### config.mk
export PLATFORM = sky130hd
export DESIGN_NAME = ordered_list_insert_delete_search
export DESIGN_NICKNAME = d
export VERILOG_FILES = /design/src/rtl/olis_pkg.sv /design/src/rtl/olis_cell.sv /design/src/rtl/ordered_list_insert_delete_search.sv
export SDC_FILE = /design/constraint.sdc
export NUM_CORES = 2
export LEC_CHECK = 0
export BUFFER_PORTS_ARGS = -buffer_cell sky130_fd_sc_hd__buf_4
export CAP_MARGIN = 20
export CORE_MARGIN = 2
export CORE_UTILIZATION = 65
export CTS_CLUSTER_SIZE = 12
export DETAILED_ROUTE_END_ITERATION = 7
export PLACE_DENSITY = 0.82
export SLEW_MARGIN = 20
export SYNTH_ARGS = -nofsm -noshare
export SYNTH_HDL_FRONTEND = slang
export SYNTH_SLANG_ARGS = --single-unit
### constraint.sdc
create_clock -name clk -period 11.3 [get_ports clk]
set_input_delay 2.26 -clock clk [delete_from_list [all_inputs] [get_ports clk]]
set_output_delay 2.26 -clock clk [all_outputs]
set_load 0.1 [all_outputs]
### src/rtl/olis_pkg.sv
// Shared types and codes for the ordered list block.
package olis_pkg;

  typedef enum logic [1:0] {
    OP_INSERT = 2'd0,
    OP_DELETE = 2'd1,
    OP_MODIFY = 2'd2,
    OP_SEARCH = 2'd3
  } func_t;

  typedef enum logic [1:0] {
    ST_OK       = 2'd0,
    ST_BADPOS   = 2'd1,
    ST_FULL     = 2'd2,
    ST_NOTFOUND = 2'd3
  } status_t;

  localparam int POS_W   = 5;
  localparam int VALUE_W = 32;
  localparam int FOUND_W = 4;
  localparam int COUNT_W = 5;

  // Command broadcast to every cell of the row.
  typedef struct packed {
    logic               write;       // overwrite the cell at pos with value
    logic               shift_up;    // cells above pos take their lower neighbour
    logic               shift_down;  // cells at or above pos take their upper neighbour
    logic [POS_W-1:0]   pos;
    logic [VALUE_W-1:0] value;
  } cell_ctl_t;

endpackage

### src/rtl/olis_cell.sv
// One list entry: a value register with its neighbour shift and its search compare.
module olis_cell #(
  parameter int IDX = 0
) (
  input  logic                       clk,
  input  olis_pkg::cell_ctl_t        ctl,
  input  logic [olis_pkg::VALUE_W-1:0] prev_data,
  input  logic [olis_pkg::VALUE_W-1:0] next_data,
  output logic [olis_pkg::VALUE_W-1:0] data,
  output logic                       match
);
  import olis_pkg::*;

  localparam logic [31:0] IdxU = 32'(IDX);

  logic [VALUE_W-1:0] data_r;
  logic [VALUE_W-1:0] data_nxt;
  logic [31:0]        pos_ext;

  always_comb begin
    pos_ext  = 32'(ctl.pos);
    data_nxt = data_r;
    if (ctl.write && (pos_ext == IdxU)) begin
      data_nxt = ctl.value;
    end else if (ctl.shift_up && (pos_ext < IdxU)) begin
      data_nxt = prev_data;
    end else if (ctl.shift_down && (pos_ext <= IdxU)) begin
      data_nxt = next_data;
    end
  end

  always_ff @(posedge clk) begin
    data_r <= data_nxt;
  end

  assign data  = data_r;
  assign match = (data_r == ctl.value);

endmodule

### src/rtl/ordered_list_insert_delete_search.sv
// Top level of the ordered list: a row of entry cells with insert, delete, modify and search.
// Each accepted transaction passes through the pending step and then into the output register.
// Throughput: one transaction per cycle while out_tready holds no result back; the row of cells
// updates in the accepting cycle and the encoder finishes the search in the pending step.
// Reset: rst_n is synchronous and active low; it empties the list and the pipeline. The entry
// cells themselves are not reset, since no entry at or above the count is ever read.
module ordered_list_insert_delete_search #(
  parameter int CAPACITY = 16
) (
  input  logic        clk,
  input  logic        rst_n,
  // Input transactions.
  input  logic        in_tvalid,
  output logic        in_tready,
  input  logic [39:0] in_tdata,   // [4:0] position, [36:5] value, [39:37] zero
  input  logic [1:0]  in_tuser,   // [1:0] func
  // Result transactions.
  output logic        out_tvalid,
  input  logic        out_tready,
  output logic [15:0] out_tdata,  // [3:0] found_position, [8:4] count, [15:9] zero
  output logic [1:0]  out_tuser   // [1:0] status
);
  import olis_pkg::*;

  localparam int CW = $clog2(CAPACITY + 1);   // internal count width
  localparam int FW = $clog2(CAPACITY);       // cell index width
  localparam int XW = (CW > POS_W) ? CW : POS_W;
  localparam logic [CW-1:0] CapC = CW'(CAPACITY);

  // Decoded input fields.
  func_t              op;
  logic [POS_W-1:0]   pos;
  logic [VALUE_W-1:0] val;
  logic               accept;

  assign op     = func_t'(in_tuser[1:0]);
  assign pos    = in_tdata[4:0];
  assign val    = in_tdata[36:5];
  assign accept = in_tvalid && in_tready;

  // List length and the second pipeline step, which holds one operation's outcome while the
  // search encoder works on the registered match vector.
  logic [CW-1:0]       count_r, count_nxt;
  logic                pend_r;
  logic                pend_search_r;
  status_t             pend_status_r;
  logic [CW-1:0]       pend_count_r;
  logic [CAPACITY-1:0] match_r;

  // Output register.
  logic                out_valid_r;
  status_t             out_status_r;
  logic [FOUND_W-1:0]  out_found_r;
  logic [COUNT_W-1:0]  out_count_r;

  status_t             status_now;
  cell_ctl_t           ctl;
  logic                advance;

  // The pending step moves on whenever the output register is empty or being emptied, and a
  // new transaction can enter whenever the pending step is free or moving on.
  assign advance   = pend_r && (!out_valid_r || out_tready);
  assign in_tready = !pend_r || advance;

  // Bound checks and the command to the cells. Only an accepted operation that passes its
  // checks touches the cells or the count; a rejected one leaves the list as it was.
  always_comb begin
    logic [XW-1:0] pos_x;
    logic [XW-1:0] cnt_x;
    pos_x          = XW'(pos);
    cnt_x          = XW'(count_r);
    status_now     = ST_OK;
    count_nxt      = count_r;
    ctl.write      = 1'b0;
    ctl.shift_up   = 1'b0;
    ctl.shift_down = 1'b0;
    ctl.pos        = pos;
    ctl.value      = val;
    case (op)
      OP_INSERT: begin
        if (pos_x > cnt_x) begin
          status_now = ST_BADPOS;
        end else if (count_r == CapC) begin
          status_now = ST_FULL;
        end else begin
          ctl.write    = accept;
          ctl.shift_up = accept;
          count_nxt    = count_r + CW'(1);
        end
      end
      OP_DELETE: begin
        if (pos_x >= cnt_x) begin
          status_now = ST_BADPOS;
        end else begin
          ctl.shift_down = accept;
          count_nxt      = count_r - CW'(1);
        end
      end
      OP_MODIFY: begin
        if (pos_x >= cnt_x) begin
          status_now = ST_BADPOS;
        end else begin
          ctl.write = accept;
        end
      end
      OP_SEARCH: begin
        status_now = ST_OK;
      end
      default: begin
        status_now = ST_OK;
      end
    endcase
  end

  // The row of cells. Each cell sees its two neighbours; the ends see themselves, which is
  // harmless because the end values are never shifted into a live entry.
  logic [VALUE_W-1:0]  cell_data [CAPACITY];
  logic [CAPACITY-1:0] cell_match;
  logic [CAPACITY-1:0] match_nxt;

  for (genvar i = 0; i < CAPACITY; i++) begin : g_cell
    logic [VALUE_W-1:0] prev_d;
    logic [VALUE_W-1:0] next_d;
    if (i == 0) begin : g_first
      assign prev_d = cell_data[i];
    end else begin : g_prev
      assign prev_d = cell_data[i-1];
    end
    if (i == CAPACITY - 1) begin : g_last
      assign next_d = cell_data[i];
    end else begin : g_next
      assign next_d = cell_data[i+1];
    end

    olis_cell #(.IDX(i)) u_cell (
      .clk       (clk),
      .ctl       (ctl),
      .prev_data (prev_d),
      .next_data (next_d),
      .data      (cell_data[i]),
      .match     (cell_match[i])
    );

    // Only entries below the current length take part in a search.
    assign match_nxt[i] = cell_match[i] && (32'(count_r) > 32'(i));
  end

  // Lowest matching position from the registered match vector.
  logic [FW-1:0] hit_idx;
  logic          hit_any;
  logic [31:0]   hit_ext;
  logic [31:0]   cnt_ext;

  always_comb begin
    hit_idx = '0;
    for (int i = CAPACITY - 1; i >= 0; i--) begin
      if (match_r[i]) begin
        hit_idx = FW'(i);
      end
    end
  end

  assign hit_any = |match_r;
  assign hit_ext = 32'(hit_idx);
  assign cnt_ext = 32'(pend_count_r);

  always_ff @(posedge clk) begin
    if (!rst_n) begin
      count_r     <= '0;
      pend_r      <= 1'b0;
      out_valid_r <= 1'b0;
    end else begin
      if (accept) begin
        count_r <= count_nxt;
      end
      if (accept) begin
        pend_r <= 1'b1;
      end else if (advance) begin
        pend_r <= 1'b0;
      end
      if (advance) begin
        out_valid_r <= 1'b1;
      end else if (out_tready) begin
        out_valid_r <= 1'b0;
      end
    end
  end

  // Payload registers carry no reset.
  always_ff @(posedge clk) begin
    if (accept) begin
      pend_search_r <= (op == OP_SEARCH);
      pend_status_r <= status_now;
      pend_count_r  <= count_nxt;
      match_r       <= match_nxt;
    end
    if (advance) begin
      out_count_r <= cnt_ext[COUNT_W-1:0];
      if (pend_search_r) begin
        out_status_r <= hit_any ? ST_OK : ST_NOTFOUND;
        out_found_r  <= hit_any ? hit_ext[FOUND_W-1:0] : '0;
      end else begin
        out_status_r <= pend_status_r;
        out_found_r  <= '0;
      end
    end
  end

  assign out_tvalid = out_valid_r;
  assign out_tdata  = {7'd0, out_count_r, out_found_r};
  assign out_tuser  = out_status_r;

endmodule

Word level (Yosys, flattened, before mapping)
Cells that the tools add are included.
- div/mod/pow operators: 0
- shift operators: 0
- bitwise operators: 2
- add/subtract/negate cells: 2
- reduce and logical (&&, ||, !) cells: 94
- order comparisons: 48
- equality and inequality tests: 35
- muxes and demuxes: 81
- $mul: 0
- operators with widths (operator ; count):
    32-bit two-way mux ; 46
    32-bit equality test ; 16
    1-bit logical AND ; 64
    3-bit nonzero test ; 14
    5-bit by 4-bit equality test with 1-bit output (second input constant) ; 8
    5-bit by 4-bit > comparator with 1-bit output (second input constant) ; 8
    5-bit by 4-bit < comparator with 1-bit output (second input constant) ; 8
    5-bit by 4-bit less-or-equal comparator with 1-bit output (second input constant) ; 7
    4-bit two-way mux ; 8
    5-bit by 3-bit equality test with 1-bit output (second input constant) ; 4
    5-bit by 3-bit > comparator with 1-bit output (second input constant) ; 4
    5-bit by 3-bit less-or-equal comparator with 1-bit output (second input constant) ; 4
    5-bit by 3-bit < comparator with 1-bit output (second input constant) ; 4
    2-bit two-way mux ; 8
    16-bit OR reduction ; 1
    5-bit two-way mux ; 3
    3-bit two-way mux ; 4
    5-bit by 2-bit equality test with 1-bit output (second input constant) ; 2
    5-bit by 1-bit > comparator with 1-bit output (second input constant) ; 2
    5-bit by 2-bit > comparator with 1-bit output (second input constant) ; 2
    5-bit by 1-bit less-or-equal comparator with 1-bit output (second input constant) ; 2
    5-bit by 2-bit less-or-equal comparator with 1-bit output (second input constant) ; 2
    5-bit by 2-bit < comparator with 1-bit output (second input constant) ; 2
    5-bit case mux with 2 select lines ; 1
    23 further kinds ; 38
- ROM bits: 0
- word-level logic and storage cells: 291
- register bits: 554
- output and inout port bits: 20
- memories: 0
- memory bits (writable): 0
- input port bits: 46
- bits in latches: 0

Depth between registers and ports, before layout
- word-level depth: 15
- gate-level depth with buffers: 13
- mapped depth without buffers: 8

By module
Synthesis repeated with hierarchy kept, for this count alone.
- cell total of the unflattened synthesis: 3549
- area, all modules: 34912.2 um^2
- modules (own cells, without submodules) (module ; cells each ; instances ; area an instance (um^2) ; sequential area each (um^2)):
    ordered_list_insert_delete_search ; 240 ; 1 ; 2441.1 ; 1191.1
    olis_cell at g_cell[15].u_cell ; 190 ; 1 ; 2132.0 ; 960.9
    olis_cell at g_cell[12].u_cell ; 190 ; 1 ; 2087.0 ; 960.9
    olis_cell at g_cell[4].u_cell ; 188 ; 1 ; 2087.0 ; 960.9
    olis_cell at g_cell[9].u_cell ; 192 ; 1 ; 2062.0 ; 960.9
    olis_cell at g_cell[8].u_cell ; 188 ; 1 ; 2047.0 ; 960.9
    olis_cell at g_cell[13].u_cell ; 225 ; 1 ; 2044.5 ; 960.9
    olis_cell at g_cell[11].u_cell ; 226 ; 1 ; 2037.0 ; 960.9
    olis_cell at g_cell[10].u_cell ; 224 ; 1 ; 2024.4 ; 960.9
    olis_cell at g_cell[6].u_cell ; 225 ; 1 ; 2024.4 ; 960.9
    olis_cell at g_cell[14].u_cell ; 225 ; 1 ; 2020.7 ; 960.9
    olis_cell at g_cell[5].u_cell ; 225 ; 1 ; 2019.4 ; 960.9
    olis_cell at g_cell[1].u_cell ; 225 ; 1 ; 2018.2 ; 960.9
    olis_cell at g_cell[2].u_cell ; 224 ; 1 ; 2004.4 ; 960.9
    +3 rows ; - ; - ; - ; -

Least setup slack after synthesis
No wires, ideal clock.
- kind: input to register
- start point: input out_tready
- end point: register g_cell[7].u_cell.data_r[0] (enable)
- stages on the path: 6
- setup slack: 3666 ps
- setup time: 466 ps
- data arrival time: 7168 ps
- data required time: 10834 ps
- path buffers: 1
- cell sequence: nand3b_1 -> nand2_1 -> inv_1 -> clkbuf_1 -> o2111ai_1 -> o21ai_0
- longest elaborated chain between the ends: 9
- elaborated cells between the ends (all ways): 14
- those cells by class: mux: 6; reduce/logical: 8
- ends and longest elaborated chain (item ; line ; source):
    start, declared ; ordered_list_insert_delete_search.sv:19 ; input logic out_tready,
    1-bit logical OR * ; ordered_list_insert_delete_search.sv:62 ; assign advance = pend_r && (!out_valid_r || out_tready);
    1-bit logical AND * ; ordered_list_insert_delete_search.sv:62 ;
    1-bit logical OR * ; ordered_list_insert_delete_search.sv:63 ; assign in_tready = !pend_r || advance;
    1-bit logical AND * ; ordered_list_insert_delete_search.sv:39 ; assign accept = in_tvalid && in_tready;
    via accept ; ordered_list_insert_delete_search.sv:34 ; logic accept;
    2-bit two-way mux ; ordered_list_insert_delete_search.sv:83 ; end else if (count_r == CapC) begin
    2-bit two-way mux ; ordered_list_insert_delete_search.sv:81 ; if (pos_x > cnt_x) begin
    1-bit case mux with 2 select lines or 1-bit two-way mux (tied branches) ; ordered_list_insert_delete_search.sv:79 ; case (op)
    1-bit logical AND (on tied branches) ; olis_cell.sv:23, olis_cell.sv:25 ;
    3-bit nonzero test (no source line) * ; - ;
    end signal, assigned ; olis_cell.sv:33 ; data_r <= data_nxt;
    end, declared ; olis_cell.sv:16 ; logic [VALUE_W-1:0] data_r;
Mark *: on every way through the listed nets, which the timed path passes. The rest lies on a longest branch.
A chain may end at the register's enable or synchronous reset.

Worst setup path after layout
- start point: input in_tdata[0]
- end point: register g_cell[0].u_cell.data_r[25] (enable)
- longest elaborated chain between the ends: 5
- elaborated cells between the ends (all ways): 11
- those cells by class: order compare: 3; mux: 4; reduce/logical: 4
- ends and longest elaborated chain (item ; line ; source):
    start, declared ; ordered_list_insert_delete_search.sv:15 ; input logic [39:0] in_tdata,
    5-bit greater-or-equal comparator or 5-bit > comparator (tied branches) ; ordered_list_insert_delete_search.sv:92, ordered_list_insert_delete_search.sv:100, ordered_list_insert_delete_search.sv:81 ;
    1-bit two-way mux or 2-bit two-way mux (tied branches) ; ordered_list_insert_delete_search.sv:92, ordered_list_insert_delete_search.sv:100, ordered_list_insert_delete_search.sv:81 ;
    1-bit case mux with 2 select lines or 1-bit two-way mux (tied branches) ; ordered_list_insert_delete_search.sv:79 ;
    1-bit logical AND (on tied branches) ; olis_cell.sv:23, olis_cell.sv:27 ;
    2-bit nonzero test (no source line) * ; - ;
    end signal, assigned ; olis_cell.sv:33 ;
    end, declared ; olis_cell.sv:16 ;
Mark *: on every way between the ends. The rest lies on a longest branch, timed or not.

==> load_flow_metrics.sql <==
INSERT INTO impl_metrics (metric_group, metric, value, unit) VALUES
('drt', 'detail_route.drc_violations', '0', ''),
('yosys', 'synth-edff-count', '547', ''),
('floorplan', 'initial_core_util', '66.0', '%'),
('drt', 'dr.pass1.iters', '6', ''),
('yosys', 'synth.distinct_cells', '68', ''),
('floorplan', 'core_area', '52700', 'um2'),
('critical_path', 'slowest_delay', '0.77', 'ns'),
('cts', 'cts_max_path_buffers', '3', ''),
('cts', 'clock_sink_count', '554', ''),
('global_route', 'pin_count_of_the_biggest_net_entering_global_routing', '66', ''),
('critical_path', 'crit_slowest_cell', 'nor3_1', ''),
('power', 'leakagePower', '12.6', 'nW'),
('timing', 'finalClockSkew', '0.0187', 'ns'),
('global_route', 'number_of_antenna_violations_at_the_first_check_in_global_routing', '7', ''),
('timing', 'finalSetupViolCount', '0', ''),
('critical_path', 'end_kind', 'flip-flop', ''),
('critical_path', 'r2r_setup_slack', '6.88', 'ns'),
('floorplan', 'fp-row-count', '84', ''),
('place', 'place.detailed.hpwl', '74800', 'um'),
('cts', 'cts_repair_resize_count', '0', ''),
('cts', 'cts.htree.levels', '2', ''),
('layout', 'layout.cells.most_common_list', '547 x edfxtp_1, 336 x xor2_1, 288 x mux2_2', ''),
('critical_path', 'rr_startpoint', 'count_r[4]', ''),
('yosys', 'async_s_r_ff_share_synth', '0', '%'),
('drt', 'wirelength', '112000', 'um'),
('worst_hold_path', 'hp-start', 'pend_count_r[4]', ''),
('cts', 'tritoncts_clock_tree', 'yes', ''),
('floorplan', 'die_h', '235', 'um'),
('timing', 'unrepaired_setup_endpoints_after_global_routing', 'false', ''),
('critical_path', 'rr_endpoint', 'g_cell[0].u_cell.data[25]', ''),
('global_route', 'globalRouteTotalUtil', '39.2', '%'),
('worst_hold_path', 'worstHoldPathType', 'reg2reg', ''),
('place', 'post-place-ws', '4.87', 'ns'),
('run_status', 'status', 'finished clean', ''),
('cts', 'cts_root_buffer', 'clkbuf_16', ''),
('layout', 'finalNetCount', '2987', ''),
('worst_hold_path', 'holdPathStages', '0', ''),
('critical_path', 'critPathMaxFanout', '32', ''),
('layout', 'area_growth', '6.79', '%'),
('critical_path', 'worstPathCellList', 'buf_4 -> inv_1 -> ha_1 -> nand2b_1 -> a21oi_1 -> o21ai_0 -> nor3_1 -> nor2_1 -> a211oi_4 -> buf_4', ''),
('drt', 'detail_route.vias_per_cell', '7.28', ''),
('critical_path', 'crit_top_cell', 'buf_4', ''),
('place', 'gp_congestion', '0.998', ''),
('cts', 'cts_setup_buffers', '0', ''),
('job', 'max_capacitance_violation_count', '0', ''),
('worst_hold_path', 'timing.hold.worst_endpoint', 'out_count_r[4]', ''),
('timing', 'post-route-period-util', '50.2', '%'),
('cts', 'cts.reportedPaths.clkPinSlew', '0.06', 'ns'),
('timing', 'period_needed', '5.67', 'ns'),
('cts', 'worst_skew_pair.late_latency', '0.64', 'ns'),
('global_route', 'grt_pass1_vias', '25400', ''),
('cts', 'numCtsBuffers', '59', ''),
('global_route', 'grt_overflow', '0', ''),
('critical_path', 'worst_setup_path_type', 'in2reg', ''),
('drt', 'antenna_violation_net_count_after_detailed_routing', '0', ''),
('cts', 'cts_hold_repair.buffers', '0', ''),
('yosys', 'synth.yosys.warnings', '0', ''),
('drt', 'vias', '26600', ''),
('timing', 'timing.hold.ws', '0.422', 'ns'),
('timing', 'maxSlewViolCount', '0', ''),
('timing', 'worst_slew_margin_rel', '20.5', '%'),
('drt', 'drt_iter0_markers', '4480', ''),
('timing', 'max_freq', '0.176', 'GHz'),
('critical_path', 'rr_worst_depth', '9', ''),
('drt', 'routedWlPerCell', '30.5', 'um'),
('timing', 'tns', '0', 'ns'),
('critical_path', 'worst_ep_arrival_time', '5.94', 'ns'),
('power', 'power.total', '4.65', 'mW'),
('floorplan', 'top_level_ports', '66', ''),
('yosys', 'netlist_area', '34700', 'um2'),
('yosys', 'synth_seq_cells', '554', '');
synth_stat cells (all sizes together) (7+ instances only):
library cell | count | area share [%]
dfxtp | 7 | 0.40
buf | 123 | 1.9
mux2i | 275 | 7.9
a21o | 34 | 0.73
a221o | 29 | 0.84
nand3 | 66 | 0.97
xor2 | 336 | 8.5
nand2 | 133 | 1.4
nor4 | 100 | 1.9
a22o | 32 | 0.81
clkbuf | 169 | 1.8
nor2 | 162 | 1.8
o21ai | 152 | 2.2
and3 | 9 | 0.16
nor3 | 24 | 0.42
edfxtp | 547 | 47
inv | 21 | 0.23
and2 | 37 | 0.67
a21oi | 151 | 2.2
xnor2 | 174 | 4.4
nand4 | 63 | 1.1
a31oi | 9 | 0.16
ha | 15 | 0.54
mux2 | 304 | 9.9
cell families (layout without fill, tap and decap cells):
logic type	Yosys count	after routing	share of synthesized area, %
other cells	1	8	0.0108
simple gates	620	620	9.01
mux	579	579	17.8
compound gates	456	456	8.19
buf+inv	313	226	3.95
fa+ha+maj	15	15	0.540
xor+xnor	510	510	12.9
flops	554	554	47.7
state kept, by name, indices dropped and copies added (netlist names):
signal,flops
pend_search_r,1
out_count_r,5
match_r,16
count_r,5
pend_status_r,2
out_tuser,2
out_tvalid,1
pend_count_r,5
g_cell.u_cell.data,512
pend_r,1
out_found_r,4
layer usage:
layer,vias up,share of wire [%],global-route usage [%]
met5,-,0.057,0.346
met4,10,4.4,13.8
met3,438,17,14.2
met2,2405,43,58.0
met1,12800,35,53.5
li1,10900,-,-
layout make-up:
| type | instances | area (um2) |
|---|---|---|
| Antenna cell | 1 | 2.50 |
| Clock buffer | 83 | 1640 |
| Clock inverter | 19 | 143 |
| Fill cell | 3582 | 15500 |
| Inverter | 21 | 78.8 |
| Multi-Input combinational cell | 2187 | 17000 |
| Sequential cell | 554 | 16600 |
| Tap cell | 688 | 861 |
| Timing Repair Buffer | 103 | 813 |
power breakdown:
group | leakage, nW | total (mW) | switching (mW) | internal, mW
combinational | 6.70 | 0.447 | 0.311 | 0.136
clock | 0.860 | 1.87 | 0.828 | 1.04
sequential | 5.03 | 2.33 | 0.0445 | 2.28
total | 12.6 | 4.65 | 1.18 | 3.46
worst max path at each step:
stage,end,slack (ns),cells after the start
after global placement,g_cell[12].u_cell.data[14],4.92,9
after floorplan,g_cell[7].u_cell.data[0],3.67,6
final,g_cell[0].u_cell.data[25],5.63,10
after detailed placement,g_cell[5].u_cell.data[29],4.87,9
after global routing,g_cell[0].u_cell.data[25],5.54,10
after CTS,g_cell[12].u_cell.data[16],5.53,9
metrics by stage:
step | instance area [um2] | util, % | cells
after floorplan | 34800 | - | 3054
after global placement | 35300 | 67.0 | 3551
after detailed placement | 35300 | 67.0 | 3551
after CTS | 37000 | 70.3 | 3653
after global routing | 37100 | 70.5 | 3655
final | 37100 | 70.5 | 3656
critical path, delay by kind of cell:
kind | cells | cell delay, ns
and+or+nand+nor | 3 | 1.33
adders and majority gates | 1 | 0.32
buffers and inverters | 3 | 0.82
AOI/OAI and AO/OA | 3 | 1.16
(Power assumes the default switching activity.)
